<file path="src/design/msq_pkg.sv">
// ----------------------------------------------------------------------------
// msq_pkg: motion sequence engine types and codes
// Item formats, function codes, phase/stage codes, sequence ids and
// configuration register indexes shared by the engine.
// ----------------------------------------------------------------------------
package msq_pkg;

  // Function codes of an input item
  localparam logic [1:0] FN_TICK   = 2'd0;
  localparam logic [1:0] FN_SELECT = 2'd1;
  localparam logic [1:0] FN_LOAD   = 2'd2;

  // Phase machine codes
  localparam logic [2:0] PH_IDLE   = 3'd0;
  localparam logic [2:0] PH_MOVE   = 3'd1;
  localparam logic [2:0] PH_WAIT   = 3'd2;
  localparam logic [2:0] PH_NEXT   = 3'd3;
  localparam logic [2:0] PH_CHANGE = 3'd4;

  // Sequence stage codes
  localparam logic [1:0] ST_PREPARE  = 2'd0;
  localparam logic [1:0] ST_MAIN     = 2'd1;
  localparam logic [1:0] ST_FINALIZE = 2'd2;

  // Sequence ids
  localparam logic [3:0] SQ_NONE      = 4'd0;
  localparam logic [3:0] SQ_UP        = 4'd1;
  localparam logic [3:0] SQ_DOWN      = 4'd2;
  localparam logic [3:0] SQ_DIRECT    = 4'd3;
  localparam logic [3:0] SQ_REVERSE   = 4'd4;
  localparam logic [3:0] SQ_PUSH_PULL = 4'd6;
  localparam logic [3:0] SQ_DANCE     = 4'd9;
  localparam logic [3:0] SQ_LAST      = 4'd11;

  // Fixed trajectory of the push/pull sequence
  localparam logic signed [15:0] PUSH_PULL_CURV = 16'sd1;
  localparam logic signed [15:0] PUSH_PULL_STEP = 16'sd110;

  // Configuration registers
  localparam logic [1:0] CFG_IDLE_TIMEOUT  = 2'd0;
  localparam logic [1:0] CFG_DEFAULT_SPEED = 2'd1;

  localparam logic [31:0] IDLE_TIMEOUT_RST  = 32'd20000;
  localparam logic [15:0] DEFAULT_SPEED_RST = 16'd0;

  typedef struct packed {
    logic [1:0]         func;
    logic [31:0]        now_ms;
    logic               motion_done;
    logic [3:0]         sequence_req;
    logic [15:0]        speed;
    logic signed [15:0] curvature;
    logic signed [15:0] stride;
    logic [7:0]         main_begin;
    logic [7:0]         finalize_begin;
    logic [7:0]         total_motions;
    logic               looped;
  } msq_in_t;

  typedef struct packed {
    logic               start_motion;
    logic [3:0]         motion_sequence;
    logic [7:0]         motion_index;
    logic               speed_write;
    logic [15:0]        speed_value;
    logic               trajectory_write;
    logic signed [15:0] out_curvature;
    logic signed [15:0] out_stride;
    logic               trajectory_reset;
    logic               fatal_error;
    logic               body_up;
    logic [2:0]         engine_phase;
  } msq_out_t;

endpackage

</file>
<file path="src/design/motion_sequence_engine_unit.sv">
// ----------------------------------------------------------------------------
// motion_sequence_engine_unit: motion sequence engine
// Sequences the motions of a legged robot from a table of sequence
// descriptors, driven by select, load and tick items.
// ----------------------------------------------------------------------------
// The engine takes one item per clock while no result stall holds its execute
// register and returns exactly one result item for each, through the execute
// register and then the output register. An accepted item first sits in the
// execute register while the descriptor table, a synchronous memory, is read
// at the entry of the sequence that will be active when the item executes.
// Once the output register is free or being emptied, the item executes: the
// phase machine, the select logic and the table write all act at once and the
// result is loaded into the output register. A load that executes at the same
// edge as the read of the same entry is forwarded to the item behind it. The
// table is not cleared after reset; a sequence must be loaded before the engine
// runs it. Configuration writes (idle timeout, default speed) are always taken
// and must only be issued while the engine is idle.
// ----------------------------------------------------------------------------
module motion_sequence_engine_unit
  import msq_pkg::*;
#(
  parameter int NUM_SEQUENCES = 16,
  parameter int INDEX_BITS    = 8
) (
  input  logic        clk,
  input  logic        rst_n,
  // input items
  input  logic        in_valid,
  output logic        in_stall,
  input  msq_in_t     in_data,
  // result items
  output logic        out_valid,
  input  logic        out_stall,
  output msq_out_t    out_data,
  // configuration writes
  input  logic        cfg_valid,
  output logic        cfg_ready,
  input  logic [1:0]  cfg_index,
  input  logic [31:0] cfg_data
);

  localparam int AW  = $clog2(NUM_SEQUENCES);
  localparam int IDW = (AW + 1 > 4) ? AW + 1 : 4;
  localparam int DW  = 3 * INDEX_BITS + 1;

  // ---- configuration registers ----
  logic [31:0] idle_timeout_r;
  logic [15:0] default_speed_r;

  // ---- engine state ----
  logic [2:0]            phase_r;
  logic [1:0]            stage_r;
  logic [INDEX_BITS-1:0] cnt_r;
  logic [3:0]            active_r;
  logic [3:0]            pending_r;
  logic                  up_r;
  logic [31:0]           last_r;
  logic                  dis_r;

  // ---- pipeline ----
  logic     s1_v_r;
  msq_in_t  s1_r;
  logic     out_v_r;
  msq_out_t out_r;

  // ---- descriptor memory ----
  logic [DW-1:0] mem [NUM_SEQUENCES];
  logic [DW-1:0] rd_word_r;
  logic [DW-1:0] fwd_word_r;
  logic          fwd_v_r;
  logic          rd_zero_r;

  logic in_acc;
  logic exec;

  // execute results
  logic [2:0]            p_phase;
  logic [1:0]            p_stage;
  logic [INDEX_BITS-1:0] p_cnt;
  logic [3:0]            p_active;
  logic [3:0]            p_pending;
  logic                  p_up;
  logic [31:0]           p_last;
  logic                  p_dis;
  msq_out_t              res;

  logic                  wr_en;
  logic                  wr_fire;
  logic [IDW-1:0]        wr_id;
  logic [DW-1:0]         wr_word;

  logic [3:0]            rd_seq;
  logic [IDW-1:0]        rd_id;
  logic                  rd_in;

  logic [DW-1:0]         desc;
  logic [INDEX_BITS-1:0] d_mb;
  logic [INDEX_BITS-1:0] d_fb;
  logic [INDEX_BITS-1:0] d_tot;
  logic                  d_loop;

  // ---- handshakes ----
  // Execute when the output register is free or being emptied this cycle.
  assign exec      = s1_v_r && (!out_v_r || !out_stall);
  assign in_stall  = s1_v_r && !exec;
  assign in_acc    = in_valid && !in_stall;
  assign out_valid = out_v_r;
  assign out_data  = out_r;
  assign cfg_ready = 1'b1;

  // ---- descriptor of the executing item ----
  always_comb begin
    if (rd_zero_r) begin
      desc = '0;
    end else if (fwd_v_r) begin
      desc = fwd_word_r;
    end else begin
      desc = rd_word_r;
    end
  end

  assign d_mb   = desc[INDEX_BITS-1:0];
  assign d_fb   = desc[2*INDEX_BITS-1:INDEX_BITS];
  assign d_tot  = desc[3*INDEX_BITS-1:2*INDEX_BITS];
  assign d_loop = desc[DW-1];

  // ---- table write of a load ----
  assign wr_id   = IDW'(s1_r.sequence_req);
  assign wr_word = {s1_r.looped,
                    INDEX_BITS'(s1_r.total_motions),
                    INDEX_BITS'(s1_r.finalize_begin),
                    INDEX_BITS'(s1_r.main_begin)};
  assign wr_fire = exec && wr_en;

  // ---- execute: phase machine, select logic ----
  always_comb begin
    logic                  sel_en;
    logic [3:0]            sel_seq;
    logic [15:0]           sel_spd;
    logic signed [15:0]    sel_curv;
    logic signed [15:0]    sel_step;
    logic [INDEX_BITS-1:0] cnt_inc;
    logic [31:0]           idle_ms;

    p_phase   = phase_r;
    p_stage   = stage_r;
    p_cnt     = cnt_r;
    p_active  = active_r;
    p_pending = pending_r;
    p_up      = up_r;
    p_last    = last_r;
    p_dis     = dis_r;
    res       = '0;
    wr_en     = 1'b0;
    sel_en    = 1'b0;
    sel_seq   = s1_r.sequence_req;
    sel_spd   = s1_r.speed;
    sel_curv  = s1_r.curvature;
    sel_step  = s1_r.stride;
    cnt_inc   = cnt_r + INDEX_BITS'(1);
    idle_ms   = s1_r.now_ms - last_r;

    unique case (s1_r.func)
      FN_TICK: begin
        if (!dis_r) begin
          unique case (phase_r)
            PH_IDLE: begin
              if (active_r != pending_r) begin
                p_phase = PH_CHANGE;
              end else if (idle_ms > idle_timeout_r) begin
                // idle too long: lower the body
                sel_en   = 1'b1;
                sel_seq  = SQ_DOWN;
                sel_spd  = '0;
                sel_curv = '0;
                sel_step = '0;
              end
            end
            PH_MOVE: begin
              res.start_motion    = 1'b1;
              res.motion_sequence = active_r;
              res.motion_index    = 8'(cnt_r);
              p_phase             = PH_WAIT;
            end
            PH_WAIT: begin
              if (s1_r.motion_done) begin
                p_phase = PH_NEXT;
              end
            end
            PH_NEXT: begin
              p_cnt   = cnt_inc;
              p_phase = PH_MOVE;
              if (p_stage == ST_PREPARE && p_cnt >= d_mb) begin
                p_stage = ST_MAIN;
              end
              if (p_stage == ST_MAIN && p_cnt >= d_fb) begin
                if (active_r != pending_r) begin
                  // change requested: jump to the finalize part
                  p_cnt   = d_fb;
                  p_stage = ST_FINALIZE;
                end else if (d_loop) begin
                  p_cnt = d_mb;
                end else begin
                  p_pending = SQ_NONE;
                  p_phase   = PH_CHANGE;
                end
              end
              if (p_stage == ST_FINALIZE && p_cnt >= d_tot) begin
                p_phase = PH_CHANGE;
                p_up    = (active_r != SQ_DOWN);
              end
            end
            PH_CHANGE: begin
              p_active             = pending_r;
              p_cnt                = '0;
              p_stage              = ST_PREPARE;
              p_phase              = PH_MOVE;
              res.trajectory_reset = 1'b1;
              if (pending_r == SQ_NONE) begin
                p_phase = PH_IDLE;
                p_last  = s1_r.now_ms;
              end
            end
            default: begin
              p_dis = 1'b1;
            end
          endcase
        end
      end
      FN_SELECT: begin
        sel_en = 1'b1;
      end
      FN_LOAD: begin
        wr_en = (wr_id < IDW'(NUM_SEQUENCES));
      end
      default: begin
      end
    endcase

    if (sel_en) begin
      if (sel_seq > SQ_LAST) begin
        p_dis = 1'b1;
      end else if (sel_seq == SQ_NONE) begin
        p_pending = SQ_NONE;
        if (phase_r == PH_IDLE) begin
          res.speed_write = 1'b1;
          res.speed_value = sel_spd;
        end
      end else if (sel_seq == SQ_UP) begin
        if (!up_r) begin
          p_pending = SQ_UP;
        end
        res.speed_write = 1'b1;
        res.speed_value = default_speed_r;
      end else if (sel_seq == SQ_DOWN) begin
        if (up_r) begin
          p_pending = SQ_DOWN;
        end
        res.speed_write = 1'b1;
        res.speed_value = default_speed_r;
      end else if (up_r) begin
        p_pending = sel_seq;
        if (sel_seq == SQ_DIRECT || sel_seq == SQ_REVERSE) begin
          res.trajectory_write = 1'b1;
          res.out_curvature    = sel_curv;
          res.out_stride       = sel_step;
        end else if (sel_seq == SQ_PUSH_PULL) begin
          res.trajectory_write = 1'b1;
          res.out_curvature    = PUSH_PULL_CURV;
          res.out_stride       = PUSH_PULL_STEP;
        end
        res.speed_write = 1'b1;
        res.speed_value = (sel_seq == SQ_DANCE) ? default_speed_r : sel_spd;
      end
    end

    res.fatal_error  = p_dis;
    res.body_up      = p_up;
    res.engine_phase = p_phase;
  end

  // ---- read address for the item entering the execute register ----
  // Use the active sequence as it stands after the item now executing.
  assign rd_seq = exec ? p_active : active_r;
  assign rd_id  = IDW'(rd_seq);
  assign rd_in  = (rd_id < IDW'(NUM_SEQUENCES));

  // ---- descriptor memory ----
  always_ff @(posedge clk) begin
    if (wr_fire) begin
      mem[wr_id[AW-1:0]] <= wr_word;
    end
    if (in_acc) begin
      rd_word_r <= mem[rd_id[AW-1:0]];
    end
  end

  // ---- forwarding and out-of-range read ----
  always_ff @(posedge clk) begin
    if (!rst_n) begin
      fwd_v_r   <= 1'b0;
      rd_zero_r <= 1'b0;
    end else if (in_acc) begin
      fwd_v_r   <= wr_fire && (wr_id == rd_id);
      rd_zero_r <= !rd_in;
    end
  end

  always_ff @(posedge clk) begin
    if (in_acc || wr_fire) begin
      fwd_word_r <= wr_word;
    end
  end

  // ---- configuration ----
  always_ff @(posedge clk) begin
    if (!rst_n) begin
      idle_timeout_r  <= IDLE_TIMEOUT_RST;
      default_speed_r <= DEFAULT_SPEED_RST;
    end else if (cfg_valid && cfg_ready) begin
      unique case (cfg_index)
        CFG_IDLE_TIMEOUT:  idle_timeout_r  <= cfg_data;
        CFG_DEFAULT_SPEED: default_speed_r <= cfg_data[15:0];
        default: begin
        end
      endcase
    end
  end

  // ---- engine state ----
  always_ff @(posedge clk) begin
    if (!rst_n) begin
      phase_r   <= PH_IDLE;
      stage_r   <= ST_PREPARE;
      cnt_r     <= '0;
      active_r  <= SQ_DOWN;
      pending_r <= SQ_DOWN;
      up_r      <= 1'b0;
      last_r    <= '0;
      dis_r     <= 1'b0;
    end else if (exec) begin
      phase_r   <= p_phase;
      stage_r   <= p_stage;
      cnt_r     <= p_cnt;
      active_r  <= p_active;
      pending_r <= p_pending;
      up_r      <= p_up;
      last_r    <= p_last;
      dis_r     <= p_dis;
    end
  end

  // ---- pipeline registers ----
  always_ff @(posedge clk) begin
    if (!rst_n) begin
      s1_v_r  <= 1'b0;
      out_v_r <= 1'b0;
    end else begin
      if (in_acc) begin
        s1_v_r <= 1'b1;
      end else if (exec) begin
        s1_v_r <= 1'b0;
      end
      if (exec) begin
        out_v_r <= 1'b1;
      end else if (!out_stall) begin
        out_v_r <= 1'b0;
      end
    end
  end

  always_ff @(posedge clk) begin
    if (in_acc) begin
      s1_r <= in_data;
    end
    if (exec) begin
      out_r <= res;
    end
  end

`ifndef NO_ASSERTIONS
  // Once disabled, the engine stays disabled.
  a_dis_sticky: assert property (@(posedge clk) disable iff (!rst_n)
    dis_r |=> dis_r)
    else $error("engine left the disabled state");

  // A tick in the move phase always leads to the wait phase.
  a_move_wait: assert property (@(posedge clk) disable iff (!rst_n)
    exec && s1_r.func == FN_TICK && !dis_r && phase_r == PH_MOVE |=> phase_r == PH_WAIT)
    else $error("move tick did not enter wait");

  // A held result reports the state that the engine still has.
  a_out_state: assert property (@(posedge clk) disable iff (!rst_n)
    out_v_r |-> out_r.fatal_error == dis_r && out_r.body_up == up_r &&
                out_r.engine_phase == phase_r)
    else $error("result status differs from engine state");

  // A pending motion start leaves the engine waiting for completion.
  a_start_wait: assert property (@(posedge clk) disable iff (!rst_n)
    out_v_r && out_r.start_motion |-> phase_r == PH_WAIT)
    else $error("motion start without wait phase");
`endif

endmodule
</file>
<file path="config.mk">
export PLATFORM = sky130hd
export DESIGN_NAME = motion_sequence_engine_unit
export DESIGN_NICKNAME = d
export VERILOG_FILES = /design/src/design/msq_pkg.sv /design/src/design/motion_sequence_engine_unit.sv
export SDC_FILE = /design/constraint.sdc
export NUM_CORES = 1
export LEC_CHECK = 0
export BUFFER_PORTS_ARGS = -buffer_cell sky130_fd_sc_hd__buf_2
export CAP_MARGIN = 20
export CORE_AREA = 2 2 330 332
export DETAILED_ROUTE_END_ITERATION = 8
export DIE_AREA = 0 0 332 334
export PLACE_DENSITY = 0.55
export SLEW_MARGIN = 0
export SYNTH_ARGS = -nofsm -noshare
export SYNTH_HDL_FRONTEND = slang
export SYNTH_SLANG_ARGS = --single-unit
</file>
<file path="constraint.sdc">
create_clock -name clk -period 9.6 [get_ports clk]
set_input_delay 0.96 -clock clk [delete_from_list [all_inputs] [get_ports clk]]
set_output_delay 0.96 -clock clk [all_outputs]
set_load 0.05 [all_outputs]
</file>
==> flow_metrics.env <==
export IMPL_cts_setup_buffers=0
export IMPL_multi_input_area_um2=9230
export IMPL_grt_remaining_overflow=0
export IMPL_coreArea_um2=108000
export IMPL_synth_flop_cell="edfxtp_1"
export IMPL_fin_nets=2546
export IMPL_postLayoutCoreUtil_pct=33.8
export IMPL_setup_viol=0
export IMPL_rows=121
export IMPL_nFillCells=10476
export IMPL_cell_internal_pwr_uw=5410
export IMPL_setup_tns_ns=0
export IMPL_antenna_found_initial=7
export IMPL_power_switching_uw=1540
export IMPL_seqPwrFrac_pct=51.7
export IMPL_clock_sinks=737
export IMPL_worst_pin_slew_ns=1.05
export IMPL_num_vias=18062
export IMPL_wl_per_cell_um=20.4
export IMPL_netlist_area_um2=31000
export IMPL_die_area_um2=111000
export IMPL_powerDensity_nw_per_um2=191
export IMPL_ys_seq_elements=737
export IMPL_hold_path_class="flop to flop"
export IMPL_synth_edf_count=631
export IMPL_postCtsHoldBufs=0
export IMPL_drtIter0Drc=1424
export IMPL_swShare_pct=22.1
export IMPL_p_comb_share_pct=4.4
export IMPL_post_cts_resize_count=0
export IMPL_clockPowerShare_pct=43.9
export IMPL_grt_use_total_pct=13.8
export IMPL_critPathMaxFanout=33
export IMPL_h_tree_depth=3
export IMPL_grt_start_max_net_pins=108
export IMPL_rsz0062_at_grt="false"
export IMPL_r2r_slack_ns=3.38
export IMPL_grt_pass1_wl_um=117000
export IMPL_yosys_warnings=0
export IMPL_cts_made_buffers=79
export IMPL_worstSetupEndpointType="flop"
export IMPL_pin_count=223
export IMPL_cts_clk_slew_worst_paths_ns=0.06
export IMPL_areaGrowthSynthToFinish_pct=17.4
export IMPL_gr_usage_met1_pct=18.3
export IMPL_start_kind="flop"
export IMPL_drc=0
export IMPL_met2_usage_pct=23.0
export IMPL_finClkSkew_ns=0.0413
export IMPL_cp_cell_sequence="inv_1, ha_1, inv_1, fa_1, a211oi_1, o211ai_1, nand4_1, a21boi_0, o311ai_0, a211oi_1, a311oi_1, xnor2_1, ha_1, nand4_1, nor4_1, a211oi_1, o41a_1, a31o_2, nor3b_2, and3_1, and2_1"
export IMPL_final_max_slew_violation_count=0
export IMPL_cpMostUsedCell="a211oi_1"
export IMPL_cts_tree="done"
export IMPL_gp_congestion=0.845
export IMPL_min_period_over_period_pct=64.8
export IMPL_die_h_um=334
export IMPL_cts_root_buf="clkbuf_16"
export IMPL_fmaxAchievable_mhz=161
export IMPL_relSlewSlack_pct=30.2
export IMPL_worst_path_buf_inv=2
export IMPL_cp_data_required_time_ns=10.09
export IMPL_synth_async_sr_flop_share_pct=0
export IMPL_maxCapViolCount=0
export IMPL_hpwlAfterDp_um=48300
export IMPL_drtAntennaViolNets=0
export IMPL_cpPeakStageDelay_ns=0.85
export IMPL_io_buffers=221
export IMPL_leakage_uw=0.0124
export IMPL_gr_usage_met3_pct=2.67
export IMPL_grt_most_used_layer="met2"
export IMPL_critPathArrivalTime_ns=6.71
export IMPL_drt_total_wl_um=77100
export IMPL_critPathTopFamily="compound AO/OA/AOI/OAI gates"
export IMPL_max_clock_path_buffers=3
export IMPL_syn_avg_cell_area_um2=15.0
export IMPL_hold_viol_final=0
export IMPL_status="finished, final reports clean"
export IMPL_crit_type="flop to flop"
export IMPL_netlist_instances=2060
export IMPL_drive_gt1_share_pct=22.2
export IMPL_clock_latency_ns=0.64
export IMPL_synth_cell_types=76
export IMPL_syn_num_nets=2300
export IMPL_start_util_pct=28.7
export IMPL_viasPerCell=4.77
export IMPL_ys_seq_area_share_pct=68.0
export IMPL_seq_area_um2=21100
export IMPL_grt_pass1_vias=18702
export IMPL_die_w_um=332
export IMPL_final_min_clock_period_ns=6.22
export IMPL_vdd_drop_max_uv=118
export IMPL_dr_pass1_iters=5
export IMPL_worst_path_max_delay_cell="and3_1"
-- sequential cells by signal, indices dropped and copies added (netlist names), 2 cells and up --
signal,cells
mem,400
s1_r,112
out_data,69
idle_timeout_r,32
last_r,32
fwd_word_r,25
rd_word_r,25
default_speed_r,16
cnt_r,8
active_r,4
pending_r,4
phase_r,3
stage_r,2
-- cells in the final DEF (no fill, tap or decap), types with 39 or more instances in the layout --
cell type	n
edfxtp_1	631
nand2_1	244
buf_2	221
dfxtp_1	106
mux4_2	99
a21boi_0	89
ha_1	88
clkbuf_16	80
inv_1	74
and2_1	72
a21oi_1	52
nor2_1	41
o21ai_0	39
-- per-stage QoR --
stage	hold slack [ns]	cells	setup slack (ns)	instance area (um2)	total power (uW)
6_report	0.464	3785	3.38	36400	6950
5_1_grt	0.450	3783	2.72	36400	7200
4_1_cts	0.439	3783	3.28	36400	7040
3_5_place_dp	0.461	3639	3.35	33800	3970
2_1_floorplan	0.443	2060	4.26	31000	3840
3_3_place_gp	0.454	3637	3.37	33800	3960
-- final timing paths --
check / cells past startpoint / to / startpoint
setup reg to reg: 21 / out_data[6] / s1_r[78]
hold reg to reg: 2 / idle_timeout_r[15] / idle_timeout_r[15]
hold / removal: 2 / idle_timeout_r[15] / idle_timeout_r[15]
setup / recovery: 21 / out_data[6] / s1_r[78]
-- power by group through the flow --
stage	Clock, uW	Combinational [uW]	Sequential (uW)
final	3050	309	3590
after global routing	3260	341	3600
after CTS	3140	313	3590
after detailed placement	0	311	3660
after global placement	0	304	3650
after floorplan	0	165	3670
-- routing by layer --
metal	vias to the layer above	wire, um
met5	-	27
met4	4	1880
met3	122	3780
met2	466	37200
met1	9152	34300
li1	8318	-
-- Yosys cell counts, types with 39 or more instances --
| cell | instances | area [um2] |
|---|---|---|
| nor2_1 | 57 | 214 |
| dfxtp_1 | 106 | 2120 |
| a21boi_0 | 89 | 668 |
| clkbuf_1 | 63 | 236 |
| ha_1 | 88 | 1100 |
| o21ai_0 | 39 | 195 |
| mux4_2 | 99 | 2230 |
| inv_1 | 75 | 282 |
| edfxtp_1 | 631 | 18900 |
| and2_1 | 72 | 450 |
| a21oi_1 | 52 | 260 |
| nand2_1 | 244 | 916 |
-- cells by family (layout without fill, tap and decap cells) --
| family | count (synthesis) | after routing | share of synthesized area [%] |
|---|---|---|---|
| buffers and inverters | 172 | 481 | 2.52 |
| xor gates and xnor gates | 41 | 41 | 1.16 |
| DFF | 737 | 737 | 68.0 |
| muxes | 134 | 134 | 8.44 |
| other | 1 | 3 | 0.0121 |
| adders and majority gates | 89 | 89 | 3.62 |
| AOI/OAI and AO/OA | 356 | 356 | 7.96 |
| and+or+nand+nor | 530 | 530 | 8.29 |
-- area by class of cell --
type / instances / area share [%]
sequential: 737 / 57.9
multi-input combinational: 1151 / 25.4
clock buffer: 91 / 5.62
tap: 1414 / 4.86
timing repair buffer: 261 / 3.91
clock inverter: 53 / 1.51
inverter: 76 / 0.801
antenna: 2 / 0.0138
-- worst reg2reg max path, stage by stage (launching register included) --
cell and delay [ns]:
edfxtp_1 0.41, inv_1 0.08, ha_1 0.15, inv_1 0.05, fa_1 0.41, a211oi_1 0.30
o211ai_1 0.16, nand4_1 0.20, a21boi_0 0.23, o311ai_0 0.52, a211oi_1 0.24, a311oi_1 0.35
xnor2_1 0.11, ha_1 0.29, nand4_1 0.16, nor4_1 0.41, a211oi_1 0.15, o41a_1 0.18
a31o_2 0.26, nor3b_2 0.32, and3_1 0.85, and2_1 0.25
(Power assumes the default switching activity.)
